**config.mk**
```make
export PLATFORM = sky130hd
export DESIGN_NAME = dofl_scan
export DESIGN_NICKNAME = d
export VERILOG_FILES = /design/src/dofl_pkg.sv /design/src/dofl_scan.sv
export SDC_FILE = /design/constraint.sdc
export NUM_CORES = 1
export LEC_CHECK = 0
export ABC_CLOCK_PERIOD_IN_PS = 9300
export BUFFER_PORTS_ARGS = -buffer_cell sky130_fd_sc_hd__buf_4
export CORE_MARGIN = 2
export CORE_UTILIZATION = 51
export CTS_BUF_LIST = sky130_fd_sc_hd__clkbuf_8 sky130_fd_sc_hd__clkbuf_16
export DETAILED_ROUTE_END_ITERATION = 8
export PLACE_DENSITY_LB_ADDON = 0.2
export SYNTH_ARGS = -nofsm -noshare
export SYNTH_HDL_FRONTEND = slang
export SYNTH_SLANG_ARGS = --single-unit
export TNS_END_PERCENT = 30
```
**constraint.sdc**
```tcl
create_clock -name clk -period 9.3 [get_ports clk]
set_input_delay 2.79 -clock clk [delete_from_list [all_inputs] [get_ports clk]]
set_output_delay 2.79 -clock clk [all_outputs]
set_load 0.03 [all_outputs]
```
**src/dofl_pkg.sv**
```systemverilog
package dofl_pkg;

	// Operation codes carried by the operation input.
	localparam logic OP_LOAD   = 1'b0;
	localparam logic OP_LOOKUP = 1'b1;

	// Register indexes, taken from paddr[3:2].
	localparam logic [1:0] REG_OFFSET_SHIFT = 2'd0;
	localparam logic [1:0] REG_ENTRY_COUNT  = 2'd1;
	localparam logic [1:0] REG_TABLE_VALID  = 2'd2;

	localparam int WORD_W  = 32;
	localparam int DISC_W  = 35;
	localparam int START_W = 34;
	localparam int END_W   = 35;
	localparam int LDIX_W  = 10;
	localparam int COUNT_W = 11;
	localparam int STEP_W  = 4;

	localparam logic [WORD_W-1:0] DIR_MASK = 32'hFF00_0000;

	typedef struct packed {
		logic              dir;
		logic [WORD_W-1:0] offset;
		logic [WORD_W-1:0] size;
	} entry_t;

	typedef struct packed {
		logic clear;
		logic vld;
	} scan_ctl_t;

endpackage

```
**src/dofl_scan.sv**
```systemverilog
module dofl_scan import dofl_pkg::*; #(
	parameter int IDX_W = 10
) (
	input  logic               clk,
	input  logic               arst_n,
	input  scan_ctl_t          ctl,
	input  logic [1:0]         shift,
	input  entry_t             entry,
	input  logic [IDX_W-1:0]   entry_idx,
	input  logic [DISC_W-1:0]  query,
	output logic               have,
	output logic [START_W-1:0] best_start,
	output logic [IDX_W-1:0]   best_idx
);

	logic [START_W-1:0] start_c;
	logic [END_W-1:0]   end_c;
	logic               vld_s2;
	logic [START_W-1:0] start_s2;
	logic [END_W-1:0]   end_s2;
	logic [IDX_W-1:0]   idx_s2;
	logic               have_q;
	logic [END_W-1:0]   best_end_q;
	logic [START_W-1:0] best_start_q;
	logic [IDX_W-1:0]   best_idx_q;
	logic               take;

	always_comb begin
		start_c = START_W'(entry.offset) << shift;
		end_c   = END_W'(start_c) + END_W'(entry.size);
	end

	// Directories and empty files never take part in the search.
	always_ff @(posedge clk or negedge arst_n) begin
		if (!arst_n) begin
			vld_s2 <= 1'b0;
		end else begin
			vld_s2 <= ctl.vld && !entry.dir && (entry.size != '0);
		end
	end

	always_ff @(posedge clk) begin
		start_s2 <= start_c;
		end_s2   <= end_c;
		idx_s2   <= entry_idx;
	end

	// Strictly less keeps the lowest index on a tie, as entries arrive in order.
	assign take = vld_s2 && (end_s2 > query) && (!have_q || (end_s2 < best_end_q));

	always_ff @(posedge clk or negedge arst_n) begin
		if (!arst_n) begin
			have_q <= 1'b0;
		end else if (ctl.clear) begin
			have_q <= 1'b0;
		end else if (take) begin
			have_q <= 1'b1;
		end
	end

	always_ff @(posedge clk) begin
		if (!ctl.clear && take) begin
			best_end_q   <= end_s2;
			best_start_q <= start_s2;
			best_idx_q   <= idx_s2;
		end
	end

	assign have       = have_q;
	assign best_start = best_start_q;
	assign best_idx   = best_idx_q;

`ifndef SYNTHESIS
	a_have_holds: assert property (@(posedge clk) disable iff (!arst_n)
		have_q && !ctl.clear |=> have_q)
		else $error("best candidate lost without a clear");

	a_end_above_start: assert property (@(posedge clk) disable iff (!arst_n)
		have_q |-> best_end_q > END_W'(best_start_q))
		else $error("best candidate has an empty extent");

	a_end_above_query: assert property (@(posedge clk) disable iff (!arst_n)
		have_q |-> best_end_q > query)
		else $error("best candidate ends at or below the query");
`endif

endmodule

```
==> reports/metrics.yaml <==
floorplanning:
  die_y_um: 134
  die_width_um: 134
  core_region_um2: 16600
  fp.dieArea_um2: 18000
  io-pin-count: 161
  floorplan.initialDensity_pct: 52.1
  row_count: 47
cells_and_area:
  area.growth.synth_to_final_pct: 22.9
  stdcell_area_um2: 10600
  layout-drive-gt1-share_pct: 24.2
  antenna-diode-count: 0
  final_net_count: 1163
hold_path:
  min_to: "best_idx[1]"
  startpoint_of_the_lowest_slack_hold_path: "idx_s2[1]"
  hp-class: "flip-flop to flip-flop"
  hold_depth: 0
flow_run:
  maxCapViolations: 0
grt:
  via_count_of_the_first_global_routing_pass: 6183
  globalRoute.totalOverflow: 0
  antenna_found_initial: 0
  grt_max_degree: 80
  grt_first_pass_wirelength_um: 30600
  grt.total_usage_pct: 21.9
yosys:
  main_flop_type_after_synthesis: "sky130_fd_sc_hd__edfxtp_1"
  synth_edf_count: 79
  synth.net_count: 999
  area_contributors_post_synth: "sky130_fd_sc_hd__edfxtp_1, sky130_fd_sc_hd__dfxtp_1, sky130_fd_sc_hd__ha_1, sky130_fd_sc_hd__mux4_2, sky130_fd_sc_hd__inv_1"
  synth.top_cell.area_share_pct: 27.5
  synth_seq_area_share_pct: 46.4
  synthesis.yosys.warnings: 0
  synth_top_cell_by_area: "sky130_fd_sc_hd__edfxtp_1"
  synthDistinctLibCells: 70
  synthArstFlopShare_pct: 1.25
  synth_area_um2: 8640
  netlist_instances: 781
  synth.avg_cell_area_um2: 11.1
  yosys_register_bits: 160
placed_design:
  port_buffers: 160
  gpl.final_weighted_congestion: 0.868
  placedInstanceArea_um2: 10100
  post_detailed_placement_half_perimeter_wirelength_um: 14800
setup_path:
  worst-path-buf-inv: 4
  worst_r2r_endpoint: "best_start[5]"
  rr_worst_depth: 9
  crit_path_max_incr_delay_ns: 0.58
  worst_setup_path_start_kind: "input pin"
  cp_common_cell: "sky130_fd_sc_hd__buf_4"
  cp_top_family: "compound AO/OA/AOI/OAI gates"
  setup_slack_of_the_most_critical_reg_to_reg_path_ns: 5.89
  worst_setup_path_end_kind: "flip-flop"
  crit_path_top_delay_cell: "sky130_fd_sc_hd__a2111oi_0"
  critical_path_peak_fanout: 79
  worst-endpoint-arrival_ns: 5.55
  worst-endpoint-required_ns: 9.33
  regToRegStartpoint: "end_s2[4]"
  cp_cell_sequence: "buf_4 > inv_1 > ha_1 > a211oi_1 > nor2_1 > a2111oi_0 > buf_4 > o221ai_1 > a211oi_1 > nor4_4 > buf_4"
  worstSetupPathType: "input pin to flip-flop"
routing:
  dr.pass1.iters: 5
  routed-via-count: 6506
  wl_per_cell_um: 16.2
  drc_errors: 0
  final_antenna_violating_net_count: 0
  postRouteWirelength_um: 19100
  drt-vias-per-instance: 5.52
  detailedRoute.firstIterationViolations: 446
timing:
  unrepaired_setup_endpoints_after_global_routing: "false"
  final_period_minus_worst_setup_slack_ns: 5.52
  hold_viol: 0
  worst-slew-pin-transition_ns: 1.04
  maxClockFrequency_mhz: 181
  finalMaxSlewViolations: 0
  timing.clock.skew_ns: 0.00821
  finalCritPeriodShare_pct: 59.3
  relSlewSlack_pct: 30.5
  totalNegativeSetupSlack_ns: 0
  setup_viol: 0
power:
  power_density_nw_per_um2: 196
  total_leakage_power_nw: 4.78
  max-vdd-ir-drop_mv: 0.146
clock_tree:
  clk_path_buf_depth: 2
  clkTransAtPathRegs_ns: 0.06
  cts_buffers: 17
  cts_root_buf: "sky130_fd_sc_hd__clkbuf_16"
  cts.hold.buffers_added: 0
  clkLatencyLatePin_ns: 0.43
  setup_repair_bufs_after_cts: 0
  tritoncts_clock_tree: "built"
  clock_tree.htree_level_count: 4
  clock_sinks: 160
  post_cts_resize_count: 0
run_status:
  status: "finished, final reports clean"
-- where the power goes --
group          leakage (nW)  switching (mW)  internal (mW)
combinational          3.10           0.287          0.242
clock                 0.274           0.285          0.370
sequential             1.40          0.0598          0.833
total                  4.78           0.631           1.45
-- stage by stage --
step / power, mW / cells / worst slack [ns] / hold WS, ns / util, %
detailed placement: 1.43 / 1146 / 3.24 / 0.389 / 60.7
global route: 2.20 / 1178 / 3.45 / 0.407 / 64.0
global placement: 1.42 / 1146 / 3.31 / 0.386 / 60.7
finish: 2.08 / 1178 / 3.78 / 0.403 / 64.0
CTS: 2.09 / 1178 / 3.71 / 0.404 / 64.0
floorplan: 1.26 / 781 / 0.413 / 0.386 / -
-- worst max path at each step --
stage	start	slack, ns	to	cells after the start
CTS	query[8]	3.71	best_start[5]	11
floorplan	query[21]	0.41	best_end_q[0]	8
finish	query[8]	3.78	best_start[5]	11
detailed placement	query[8]	3.24	best_start[0]	11
global placement	query[8]	3.31	best_start[2]	11
global route	query[4]	3.45	best_start[5]	11
-- registers in the layout, indices dropped and copies added (netlist names) --
signal and count:
best_end_q 35, best_idx 10, best_start 34, end_s2 35, have 1, idx_s2 10, start_s2 34, vld_s2 1
-- cell families (layout without fill, tap and decap cells) --
group	Yosys count	count (layout)	synth area share, %
compound gates	180	180	13.9
xor+xnor	27	27	2.74
fa+ha+maj	102	102	14.9
buf+inv	101	278	4.61
flops	160	160	46.4
mux	40	40	7.40
simple gates	171	171	10.1
-- routing by layer --
layer	wire [um]	GRT usage [%]	vias up
met4	231	5.38	0
met1	9340	32.3	3007
met2	8320	33.7	244
met3	1160	4.16	16
met5	0	0	-
li1	-	-	3239
-- synthesized netlist by cell type (3+ instances only) --
cell type,count
sky130_fd_sc_hd__nor2_1,31
sky130_fd_sc_hd__nor3_1,7
sky130_fd_sc_hd__mux4_2,16
sky130_fd_sc_hd__nand4_1,19
sky130_fd_sc_hd__edfxtp_1,79
sky130_fd_sc_hd__buf_1,4
sky130_fd_sc_hd__inv_1,84
sky130_fd_sc_hd__a211oi_2,3
sky130_fd_sc_hd__and4_1,3
sky130_fd_sc_hd__o22ai_1,4
sky130_fd_sc_hd__buf_2,8
sky130_fd_sc_hd__a21oi_2,3
sky130_fd_sc_hd__nand2b_1,4
sky130_fd_sc_hd__ha_1,101
sky130_fd_sc_hd__nor4_1,14
sky130_fd_sc_hd__o21ai_2,3
sky130_fd_sc_hd__nor3b_1,3
sky130_fd_sc_hd__o21a_1,3
sky130_fd_sc_hd__clkbuf_1,3
sky130_fd_sc_hd__xor2_1,6
sky130_fd_sc_hd__mux2i_1,20
sky130_fd_sc_hd__nand2_1,45
sky130_fd_sc_hd__xnor2_1,21
sky130_fd_sc_hd__o21ai_0,22
sky130_fd_sc_hd__a31oi_1,7
sky130_fd_sc_hd__or2_2,4
sky130_fd_sc_hd__dfxtp_1,79
sky130_fd_sc_hd__o21ai_1,3
sky130_fd_sc_hd__o211ai_1,6
sky130_fd_sc_hd__or3_1,4
sky130_fd_sc_hd__nand3_1,18
sky130_fd_sc_hd__a211oi_1,16
sky130_fd_sc_hd__a21oi_1,61
sky130_fd_sc_hd__nand3b_1,3
sky130_fd_sc_hd__nor2b_1,6
sky130_fd_sc_hd__a21o_1,23
-- layout make-up --
class	instances	area [um^2]
inverters	84	315
repair buffers	162	1220
fillers	1380	5960
multi-input cells	520	4250
clock inverters	15	133
clock buffers	17	425
flip-flops and latches	160	4000
well taps	220	275
-- placed cells by master, fill, tap and decap left out, types with 6 or more instances in the layout --
master / count
sky130_fd_sc_hd__mux2i_1: 20
sky130_fd_sc_hd__xor2_1: 6
sky130_fd_sc_hd__o211ai_1: 6
sky130_fd_sc_hd__nor3_1: 7
sky130_fd_sc_hd__mux4_2: 16
sky130_fd_sc_hd__a31oi_1: 7
sky130_fd_sc_hd__clkbuf_16: 17
sky130_fd_sc_hd__dfxtp_1: 79
sky130_fd_sc_hd__nor2_1: 31
sky130_fd_sc_hd__ha_1: 101
sky130_fd_sc_hd__nand2_1: 45
sky130_fd_sc_hd__a21oi_1: 61
sky130_fd_sc_hd__nor2b_1: 6
sky130_fd_sc_hd__o21ai_0: 22
sky130_fd_sc_hd__nand4_1: 19
sky130_fd_sc_hd__a211oi_1: 16
sky130_fd_sc_hd__a21o_1: 23
sky130_fd_sc_hd__xnor2_1: 21
sky130_fd_sc_hd__nor4_1: 13
sky130_fd_sc_hd__edfxtp_1: 79
sky130_fd_sc_hd__inv_1: 84
sky130_fd_sc_hd__nand3_1: 18
sky130_fd_sc_hd__buf_4: 162
(Power assumes the default switching activity.)
